## src/rtl/core/swrv_pkg.sv

```systemverilog
// Shared constants and types for the LIFO stack with delete-by-value.
package swrv_pkg;

    localparam int STACK_DEPTH = 16;
    localparam int DATA_W      = 32;
    localparam int CNT_W       = $clog2(STACK_DEPTH + 1);
    localparam int COUNT_OUT_W = 5;

    localparam int IN_TDATA_W  = 40;  // 2 + 32 bits, padded to bytes
    localparam int OUT_TDATA_W = 40;  // 32 + 1 + 1 + 5 bits, padded to bytes

    typedef enum logic [1:0] {
        OP_PUSH   = 2'd0,
        OP_POP    = 2'd1,
        OP_REMOVE = 2'd2
    } t_op;

    // per-cycle command broadcast along the row of cells
    typedef struct packed {
        logic push_shift;  // every entry moves one place down, new top enters
        logic pop_shift;   // every entry moves one place up
        logic remove_en;   // entries at and below the first match move up
    } t_cell_ctl;

    // status the row reports back to the top level
    typedef struct packed {
        logic empty;
        logic full;
        logic hit;         // some valid entry matched the search value
    } t_row_stat;

endpackage

```

## src/rtl/core/swrv_cell.sv

```systemverilog
// One storage cell of the stack row: value, valid flag and match chain link.
module swrv_cell (
    input  logic                              i_clk,
    input  logic                              i_rst_n,
    input  swrv_pkg::t_cell_ctl               i_ctl,
    input  logic signed [swrv_pkg::DATA_W-1:0] i_value,
    input  logic signed [swrv_pkg::DATA_W-1:0] i_up_data,
    input  logic                              i_up_valid,
    input  logic signed [swrv_pkg::DATA_W-1:0] i_dn_data,
    input  logic                              i_dn_valid,
    input  logic                              i_hit,
    output logic signed [swrv_pkg::DATA_W-1:0] o_data,
    output logic                              o_valid,
    output logic                              o_hit
);

    logic signed [swrv_pkg::DATA_W-1:0] r_data;
    logic signed [swrv_pkg::DATA_W-1:0] n_data;
    logic                               r_valid;
    logic                               n_valid;
    logic                               match;

    assign match = r_valid && (r_data == i_value);
    assign o_hit = i_hit || match;

    always_comb begin
        n_data  = r_data;
        n_valid = r_valid;
        if (i_ctl.push_shift) begin
            n_data  = i_up_data;
            n_valid = i_up_valid;
        end else if (i_ctl.pop_shift || (i_ctl.remove_en && o_hit)) begin
            n_data  = i_dn_data;
            n_valid = i_dn_valid;
        end
    end

    always_ff @(posedge i_clk) begin
        r_data <= n_data;
        if (!i_rst_n) begin
            r_valid <= 1'b0;
        end else begin
            r_valid <= n_valid;
        end
    end

    assign o_data  = r_data;
    assign o_valid = r_valid;

endmodule

```

## src/rtl/core/swrv_row.sv

```systemverilog
// Row of stack cells, top of stack in cell 0, with the match chain.
module swrv_row (
    input  logic                              i_clk,
    input  logic                              i_rst_n,
    input  swrv_pkg::t_cell_ctl               i_ctl,
    input  logic signed [swrv_pkg::DATA_W-1:0] i_value,
    output logic signed [swrv_pkg::DATA_W-1:0] o_top_data,
    output swrv_pkg::t_row_stat               o_stat
);

    logic signed [swrv_pkg::DATA_W-1:0] data  [swrv_pkg::STACK_DEPTH];
    logic                               valid [swrv_pkg::STACK_DEPTH];
    logic [swrv_pkg::STACK_DEPTH:0]     hit;

    assign hit[0] = 1'b0;

    for (genvar g = 0; g < swrv_pkg::STACK_DEPTH; g++) begin : g_cell
        logic signed [swrv_pkg::DATA_W-1:0] up_data;
        logic                               up_valid;
        logic signed [swrv_pkg::DATA_W-1:0] dn_data;
        logic                               dn_valid;

        if (g == 0) begin : g_top
            assign up_data  = i_value;
            assign up_valid = 1'b1;
        end else begin : g_mid_up
            assign up_data  = data[g-1];
            assign up_valid = valid[g-1];
        end

        if (g == swrv_pkg::STACK_DEPTH - 1) begin : g_bottom
            assign dn_data  = '0;
            assign dn_valid = 1'b0;
        end else begin : g_mid_dn
            assign dn_data  = data[g+1];
            assign dn_valid = valid[g+1];
        end

        swrv_cell u_cell (
            .i_clk      (i_clk),
            .i_rst_n    (i_rst_n),
            .i_ctl      (i_ctl),
            .i_value    (i_value),
            .i_up_data  (up_data),
            .i_up_valid (up_valid),
            .i_dn_data  (dn_data),
            .i_dn_valid (dn_valid),
            .i_hit      (hit[g]),
            .o_data     (data[g]),
            .o_valid    (valid[g]),
            .o_hit      (hit[g+1])
        );
    end

    assign o_top_data   = data[0];
    assign o_stat.empty = !valid[0];
    assign o_stat.full  = valid[swrv_pkg::STACK_DEPTH-1];
    assign o_stat.hit   = hit[swrv_pkg::STACK_DEPTH];

endmodule

```

## src/rtl/core/stack_with_remove_by_value.sv

```systemverilog
// Top level: LIFO stack of signed words with push, pop and delete-by-value.
//
// Input stream (s_axis_*): one word per operation; tdata holds opcode
// (push, pop, remove first match from the top) and the operand value.
// Output stream (m_axis_*): exactly one result word per input word, in
// order: popped value, ok flag, full-drop flag and the entry count after
// the operation (count taken modulo 32).
// Output: the result is registered and shows on m_axis in the cycle after
// the input word is taken. Throughput: one word per cycle unless m_axis
// stalls; every cell of the row compares and shifts in the same cycle,
// with the first-match search rippling through the cells from the top.
// Stall: the output register holds its word until taken; a new input word
// is taken in the cycle the held word leaves, so back-pressure reaches
// s_axis_tready only when the output register is full and not drained.
// Reset (i_rst_n low, synchronous): all cells are marked empty, the count
// goes to zero and the output register is emptied. Stored values are not
// cleared; an empty cell is never read.
module stack_with_remove_by_value (
    input  logic                             i_clk,
    input  logic                             i_rst_n,
    // tdata: [1:0] opcode, [33:2] operand_value, [39:34] zero
    input  logic [swrv_pkg::IN_TDATA_W-1:0]  s_axis_tdata,
    input  logic                             s_axis_tvalid,
    output logic                             s_axis_tready,
    // tdata: [31:0] popped_value, [32] ok, [33] full_drop,
    //        [38:34] entry_count, [39] zero
    output logic [swrv_pkg::OUT_TDATA_W-1:0] m_axis_tdata,
    output logic                             m_axis_tvalid,
    input  logic                             m_axis_tready
);

    swrv_pkg::t_op                      op;
    logic signed [swrv_pkg::DATA_W-1:0] value;
    logic                               in_acc;

    swrv_pkg::t_cell_ctl                ctl;
    swrv_pkg::t_row_stat                stat;
    logic signed [swrv_pkg::DATA_W-1:0] top_data;

    logic [swrv_pkg::CNT_W-1:0]         r_count;
    logic [swrv_pkg::CNT_W-1:0]         n_count;

    logic                               r_out_valid;
    logic [swrv_pkg::OUT_TDATA_W-1:0]   r_out_data;
    logic [swrv_pkg::OUT_TDATA_W-1:0]   n_out_data;

    logic signed [swrv_pkg::DATA_W-1:0] res_popped;
    logic                               res_ok;
    logic                               res_drop;
    logic [swrv_pkg::CNT_W+swrv_pkg::COUNT_OUT_W-1:0] count_wide;

    assign op     = swrv_pkg::t_op'(s_axis_tdata[1:0]);
    assign value  = s_axis_tdata[swrv_pkg::DATA_W+1:2];

    // output register frees itself when its word is taken
    assign s_axis_tready = !r_out_valid || m_axis_tready;
    assign in_acc        = s_axis_tvalid && s_axis_tready;

    // decode the operation into row commands and the result fields
    always_comb begin
        ctl        = '0;
        res_popped = '0;
        res_ok     = 1'b0;
        res_drop   = 1'b0;
        n_count    = r_count;
        case (op)
            swrv_pkg::OP_PUSH: begin
                if (stat.full) begin
                    res_drop = 1'b1;
                end else begin
                    ctl.push_shift = in_acc;
                    res_ok         = 1'b1;
                    n_count        = r_count + swrv_pkg::CNT_W'(1);
                end
            end
            swrv_pkg::OP_POP: begin
                if (!stat.empty) begin
                    ctl.pop_shift = in_acc;
                    res_popped    = top_data;
                    res_ok        = 1'b1;
                    n_count       = r_count - swrv_pkg::CNT_W'(1);
                end
            end
            swrv_pkg::OP_REMOVE: begin
                ctl.remove_en = in_acc;
                if (stat.hit) begin
                    res_ok  = 1'b1;
                    n_count = r_count - swrv_pkg::CNT_W'(1);
                end
            end
            default: begin
                // unused opcode: no change, report the count
            end
        endcase
    end

    assign count_wide = {{swrv_pkg::COUNT_OUT_W{1'b0}}, n_count};

    always_comb begin
        n_out_data = '0;
        n_out_data[swrv_pkg::DATA_W-1:0] = res_popped;
        n_out_data[swrv_pkg::DATA_W]     = res_ok;
        n_out_data[swrv_pkg::DATA_W+1]   = res_drop;
        n_out_data[swrv_pkg::DATA_W+2+:swrv_pkg::COUNT_OUT_W] =
            count_wide[swrv_pkg::COUNT_OUT_W-1:0];
    end

    swrv_row u_row (
        .i_clk      (i_clk),
        .i_rst_n    (i_rst_n),
        .i_ctl      (ctl),
        .i_value    (value),
        .o_top_data (top_data),
        .o_stat     (stat)
    );

    always_ff @(posedge i_clk) begin
        if (in_acc) begin
            r_out_data <= n_out_data;
        end
        if (!i_rst_n) begin
            r_count     <= '0;
            r_out_valid <= 1'b0;
        end else begin
            if (in_acc) begin
                r_count <= n_count;
            end
            if (in_acc) begin
                r_out_valid <= 1'b1;
            end else if (m_axis_tready) begin
                r_out_valid <= 1'b0;
            end
        end
    end

    assign m_axis_tdata  = r_out_data;
    assign m_axis_tvalid = r_out_valid;

`ifndef SYNTHESIS
    a_empty_matches_count: assert property (@(posedge i_clk) disable iff (!i_rst_n)
        stat.empty == (r_count == '0))
        else $error("empty flag of row disagrees with count");

    a_full_matches_count: assert property (@(posedge i_clk) disable iff (!i_rst_n)
        stat.full == (r_count == swrv_pkg::CNT_W'(swrv_pkg::STACK_DEPTH)))
        else $error("full flag of row disagrees with count");

    a_count_bounded: assert property (@(posedge i_clk) disable iff (!i_rst_n)
        r_count <= swrv_pkg::CNT_W'(swrv_pkg::STACK_DEPTH))
        else $error("count beyond stack depth");

    a_one_command: assert property (@(posedge i_clk) disable iff (!i_rst_n)
        $onehot0({ctl.push_shift, ctl.pop_shift, ctl.remove_en}))
        else $error("more than one row command at once");
`endif

endmodule

```

## config.mk

```make
export PLATFORM = sky130hd
export DESIGN_NAME = stack_with_remove_by_value
export DESIGN_NICKNAME = d
export VERILOG_FILES = /design/src/rtl/core/swrv_pkg.sv /design/src/rtl/core/swrv_cell.sv /design/src/rtl/core/swrv_row.sv /design/src/rtl/core/stack_with_remove_by_value.sv
export SDC_FILE = /design/constraint.sdc
export NUM_CORES = 1
export LEC_CHECK = 0
export BUFFER_PORTS_ARGS = -buffer_cell sky130_fd_sc_hd__buf_2
export CORE_ASPECT_RATIO = 1.25
export CORE_MARGIN = 1
export CORE_UTILIZATION = 30
export CTS_BUF_LIST = sky130_fd_sc_hd__clkbuf_4
export DETAILED_ROUTE_END_ITERATION = 10
export SETUP_SLACK_MARGIN = 0.15
export SLEW_MARGIN = 0
export SYNTH_ARGS = -nofsm -noshare
export SYNTH_HDL_FRONTEND = slang
export SYNTH_SLANG_ARGS = --single-unit
```

## constraint.sdc

```tcl
create_clock -name i_clk -period 7.7 [get_ports i_clk]
set_clock_uncertainty 0.05 [all_clocks]
set_input_delay 0.385 -clock i_clk [delete_from_list [all_inputs] [get_ports i_clk]]
set_output_delay 0.385 -clock i_clk [all_outputs]
set_load 0.05 [all_outputs]
```

==> Implementation_results.wiki <==
{| class="wikitable"
! Metric !! Value
|-
| Post-synthesis share of cell area spent on xor and xnor gates || 14.04%
|-
| Post-detailed-placement half-perimeter wirelength || 80390 um
|-
| Number of antenna violations at the first check in global routing || 3
|-
| CP Launch Type || input pin
|-
| WL per Instance || 23.13 um
|-
| Adder and majority gate portion of the synthesized area || 0.07835%
|-
| Cell type with the largest total area after synthesis || sky130_fd_sc_hd__edfxtp_1
|-
| Top delay family on crit path || simple AND/OR/NAND/NOR gates
|-
| DRT Wirelength || 116500 um
|-
| Switching part of the total power || 27.50%
|-
| Clk buf depth || 3
|-
| Most used cell, CP || sky130_fd_sc_hd__nor4_1
|-
| Hold path startpoint || s_axis_tdata[33]
|-
| Count of max-cap constraint violations || 0
|-
| Fraction of the mapped netlist area in compound gates || 1.618%
|-
| Outcome || completed
|-
| Layout cell share with drive strength beyond 1 || 11.03%
|-
| Clock network latency to the later pin of the worst-skew pair || 1.05 ns
|-
| Global route total overflow || 0
|-
| Number of hold-slack violations in the final timing report || 0
|-
| Die Height || 366.8 um
|-
| Setup-violating endpoint count in the final report || 0
|-
| Synth warnings || 0
|-
| Number of standard cells after synthesis || 3388
|-
| CTS Root Buffer Type || sky130_fd_sc_hd__clkbuf_4
|-
| Via count || 26.01k
|-
| Min Clock Period, post-route || 4.135 ns
|-
| Final Slew Violations || 0
|-
| Synth Flop Type || sky130_fd_sc_hd__edfxtp_1
|-
| Yosys reg bits || 573
|-
| Worst setup path category || in -> reg
|-
| Worst path required time || 8.27 ns
|-
| Number of fillers in the final layout || 10.96k
|-
| Die footprint || 107800 um^2
|-
| Multiplexer area fraction after synthesis || 0.1254%
|-
| Pwr Density || 206.3 nW/um^2
|-
| Number of synthesized flops with an enable pin || 551
|-
| Sequential power share || 48.8%
|-
| Global-route wire length before repair || 168400 um
|-
| Relative contribution of combinational cells to total power || 10.6%
|-
| Crit path largest cell delay || 0.93 ns
|-
| Peak supply drop || 119.9 uV
|-
| Post-cts gate resize count || 0
|-
| Final routed DRC violation total || 0
|-
| Combined area of all synthesized cells || 31940 um^2
|-
| Async S/R FF share, synth || 0%
|-
| Buffers inserted by post-CTS timing repair || 0
|-
| Post-detailed-route count of antenna-violating nets || 0
|-
| Total routing usage reported by global routing || 21.17%
|-
| Share of the clock period used by the worst path || 53.71%
|-
| Unique masters post-synth || 66
|-
| Total power after layout || 0.007395 W
|-
| Final-stage net count || 3541
|-
| Total area of sequential cells || 16990 um^2
|-
| Endpoint type of the worst setup path || register
|-
| Internal cell power || 0.005361 W
|-
| Count of buffers from port buffering || 78
|-
| Syn Nets || 3434
|-
| First-pass DRT Iterations || 6
|-
| Leakage || 13.98 nW
|-
| Vias in the first global route || 25.69k
|-
| Unrepaired setup endpoints after global routing || no
|-
| Max Fclk || 0.2418 GHz
|-
| Crit path cell chain || dlygate4sd3_1, buf_2, xor2_1, nor4_1, nand4_1, or4_1, nand4_2, nor4_1, buf_4, and2_1, a21oi_4
|-
| Pin slew with the least headroom to its limit || 1.189 ns
|-
| Proportion of netlist area held by the largest area contributor || 51.81%
|-
| Clock tree from TritonCTS || built
|-
| Mapped Avg Cell Area || 9.427 um^2
|-
| Cell types with the largest area share after synthesis || sky130_fd_sc_hd__edfxtp_1 (52%), sky130_fd_sc_hd__nand2_1 (18%), sky130_fd_sc_hd__xor2_1 (8.3%), sky130_fd_sc_hd__xnor2_1 (5.8%), sky130_fd_sc_hd__nor4_1 (2.6%)
|-
| Hold-fix buffers, CTS || 31
|-
| Maximum level of the CTS H-tree || 4
|-
| Die Wd || 293.8 um
|-
| Post-synthesis sequential area ratio || 53.18%
|-
| Combinational family with the most area after synthesis || simple AND/OR/NAND/NOR gates
|-
| Ports || 86
|-
| Initial core utilization || 30.32%
|-
| Critical R2R Launch || u_row.g_cell[1].u_cell.o_data[19]
|-
| Cts bufs inserted || 164
|-
| Vias per cell || 5.161
|-
| CP Buf/Inv Count || 3
|-
| Clock-pin transition on the worst setup and hold timing paths || 0.06 ns
|-
| Standard cell with the maximum stage delay on the critical path || sky130_fd_sc_hd__a21oi_4
|-
| Pin count of the biggest net entering global routing || 234
|-
| Relative contribution of the clock network to total power || 40.6%
|-
| CP startpoint || s_axis_tdata[2]
|-
| Setup_tns || 0 ns
|-
| Iteration-0 DRC count of the detailed router || 2929
|-
| Clock sinks || 573
|-
| Worst EP arrival || 4.70 ns
|-
| Count of standard-cell rows || 133
|-
| Synth-to-layout area growth || 12.25%
|-
| Simple logic cell fraction of the synthesized area || 27.45%
|-
| Switch Pwr || 0.002034 W
|-
| Worst relative slew slack || 20.59%
|-
| Class of the most critical hold timing path || in -> reg
|-
| Core region area || 105300 um^2
|-
| Area used by multi-input combinational logic || 13940 um^2
|-
| Final weighted congestion of routability-driven global placement || 0.9504
|-
| Highest net fanout along the worst path || 33
|}
-- power by group through the flow --
stage | clock network (W) | logic, W | registers, W
after global routing | 0.00321 | 0.000833 | 0.00361
after detailed placement | 0 | 0.000752 | 0.00367
after global placement | 0 | 0.000743 | 0.00367
after CTS | 0.00306 | 0.000767 | 0.00361
after floorplan | 0 | 0.000502 | 0.00367
final | 0.00300 | 0.000780 | 0.00361
-- cells in the final DEF (no fill, tap or decap), drive strengths merged, types with 8 or more instances in the layout --
cell and n:
nand2b 8, nand4b 14, nor2 37, clkbuf 254
a21oi 11, and3 40, buf 103, nand2 1536
inv 15, xnor2 211, a311oi 12, clkinv 26
nor4b 13, dfxtp 22, nor4 135, edfxtp 551
and2 35, nand4 94, xor2 301, nand3 29
nor3 29, o21ai 20, dlygate4sd3 31, or4 14
-- logic make-up (layout without fill, tap and decap cells) --
logic type / Yosys count / in the layout
DFF: 573 / 573
adders and majority gates: 2 / 2
and+or+nand+nor: 2016 / 2016
xor gates and xnor gates: 512 / 512
other: 1 / 5
muxes: 4 / 4
buffers and inverters: 206 / 436
AOI/OAI and AO/OA: 74 / 74
-- cell usage after synthesis (all sizes together), types with 3 or more instances --
master and number:
nor4b 13, mux2i 4, nor4 135, or4 14
clkbuf 123, o21ai 20, o21a 3, or3 7
a21oi 11, xor2 301, nor2 37, nand4 94
buf 70, or2 4, nand3 29, or3b 3
and3 40, nand4b 14, and2 35, o41ai 5
inv 13, dfxtp 22, nand2b 8, edfxtp 551
nor2b 5, nor3 29, nand2 1536, xnor2 211
nor3b 7, a311oi 12
-- per-stage QoR --
step	hold WS, ns	setup slack [ns]	instances	area, um^2	util [%]
6_report	0.08566	3.565	5039	35850	34.04
5_1_grt	0.05399	3.431	5037	35850	34.03
4_1_cts	0.01058	3.666	5035	35840	34.03
3_5_place_dp	0.4230	3.067	4715	33360	31.67
3_3_place_gp	0.4197	3.089	4715	33360	31.67
2_1_floorplan	0.3996	2.771	3388	31940	-
-- flip-flops by register name, indices dropped and copies added, names as in the netlist --
| register | flops |
|---|---|
| u_row.g_cell.u_cell.o_valid | 16 |
| m_axis_tvalid | 1 |
| r_count | 5 |
| u_row.g_cell.u_cell.o_data | 512 |
| m_axis_tdata | 39 |
-- worst min-delay path, delay by kind of cell --
family	cells	cell delay [ns]
AND/OR/NAND/NOR	2	0.23
buffers and inverters	1	0.39
-- layout make-up --
class	instances	share of cell area, %
antenna	4	0.02792
clock buffer	254	5.319
clock inverter	35	0.7364
inverter	13	0.1361
multi-input combinational	2609	38.87
sequential	573	47.38
tap	1417	4.945
timing repair buffer	134	2.583
-- metal layers --
layer	part of all wire, %	up-vias	global-route usage [%]
li1	-	11750	-
met1	39	12700	25.52
met2	48	1206	35.19
met3	6.3	353	3.545
met4	6.0	0	12.78
met5	0	-	0
-- path summary, 6_finish.rpt --
kind / end / slack, ns / depth (start not counted)
max: u_row.g_cell[11].u_cell.o_data[18] / 3.56 / 11
min: u_row.g_cell[0].u_cell.o_data[31] / 0.09 / 3
max reg2reg: u_row.g_cell[11].u_cell.o_data[18] / 3.66 / 9
min reg2reg: r_count[4] / 0.45 / 2
(Power assumes the default switching activity.)
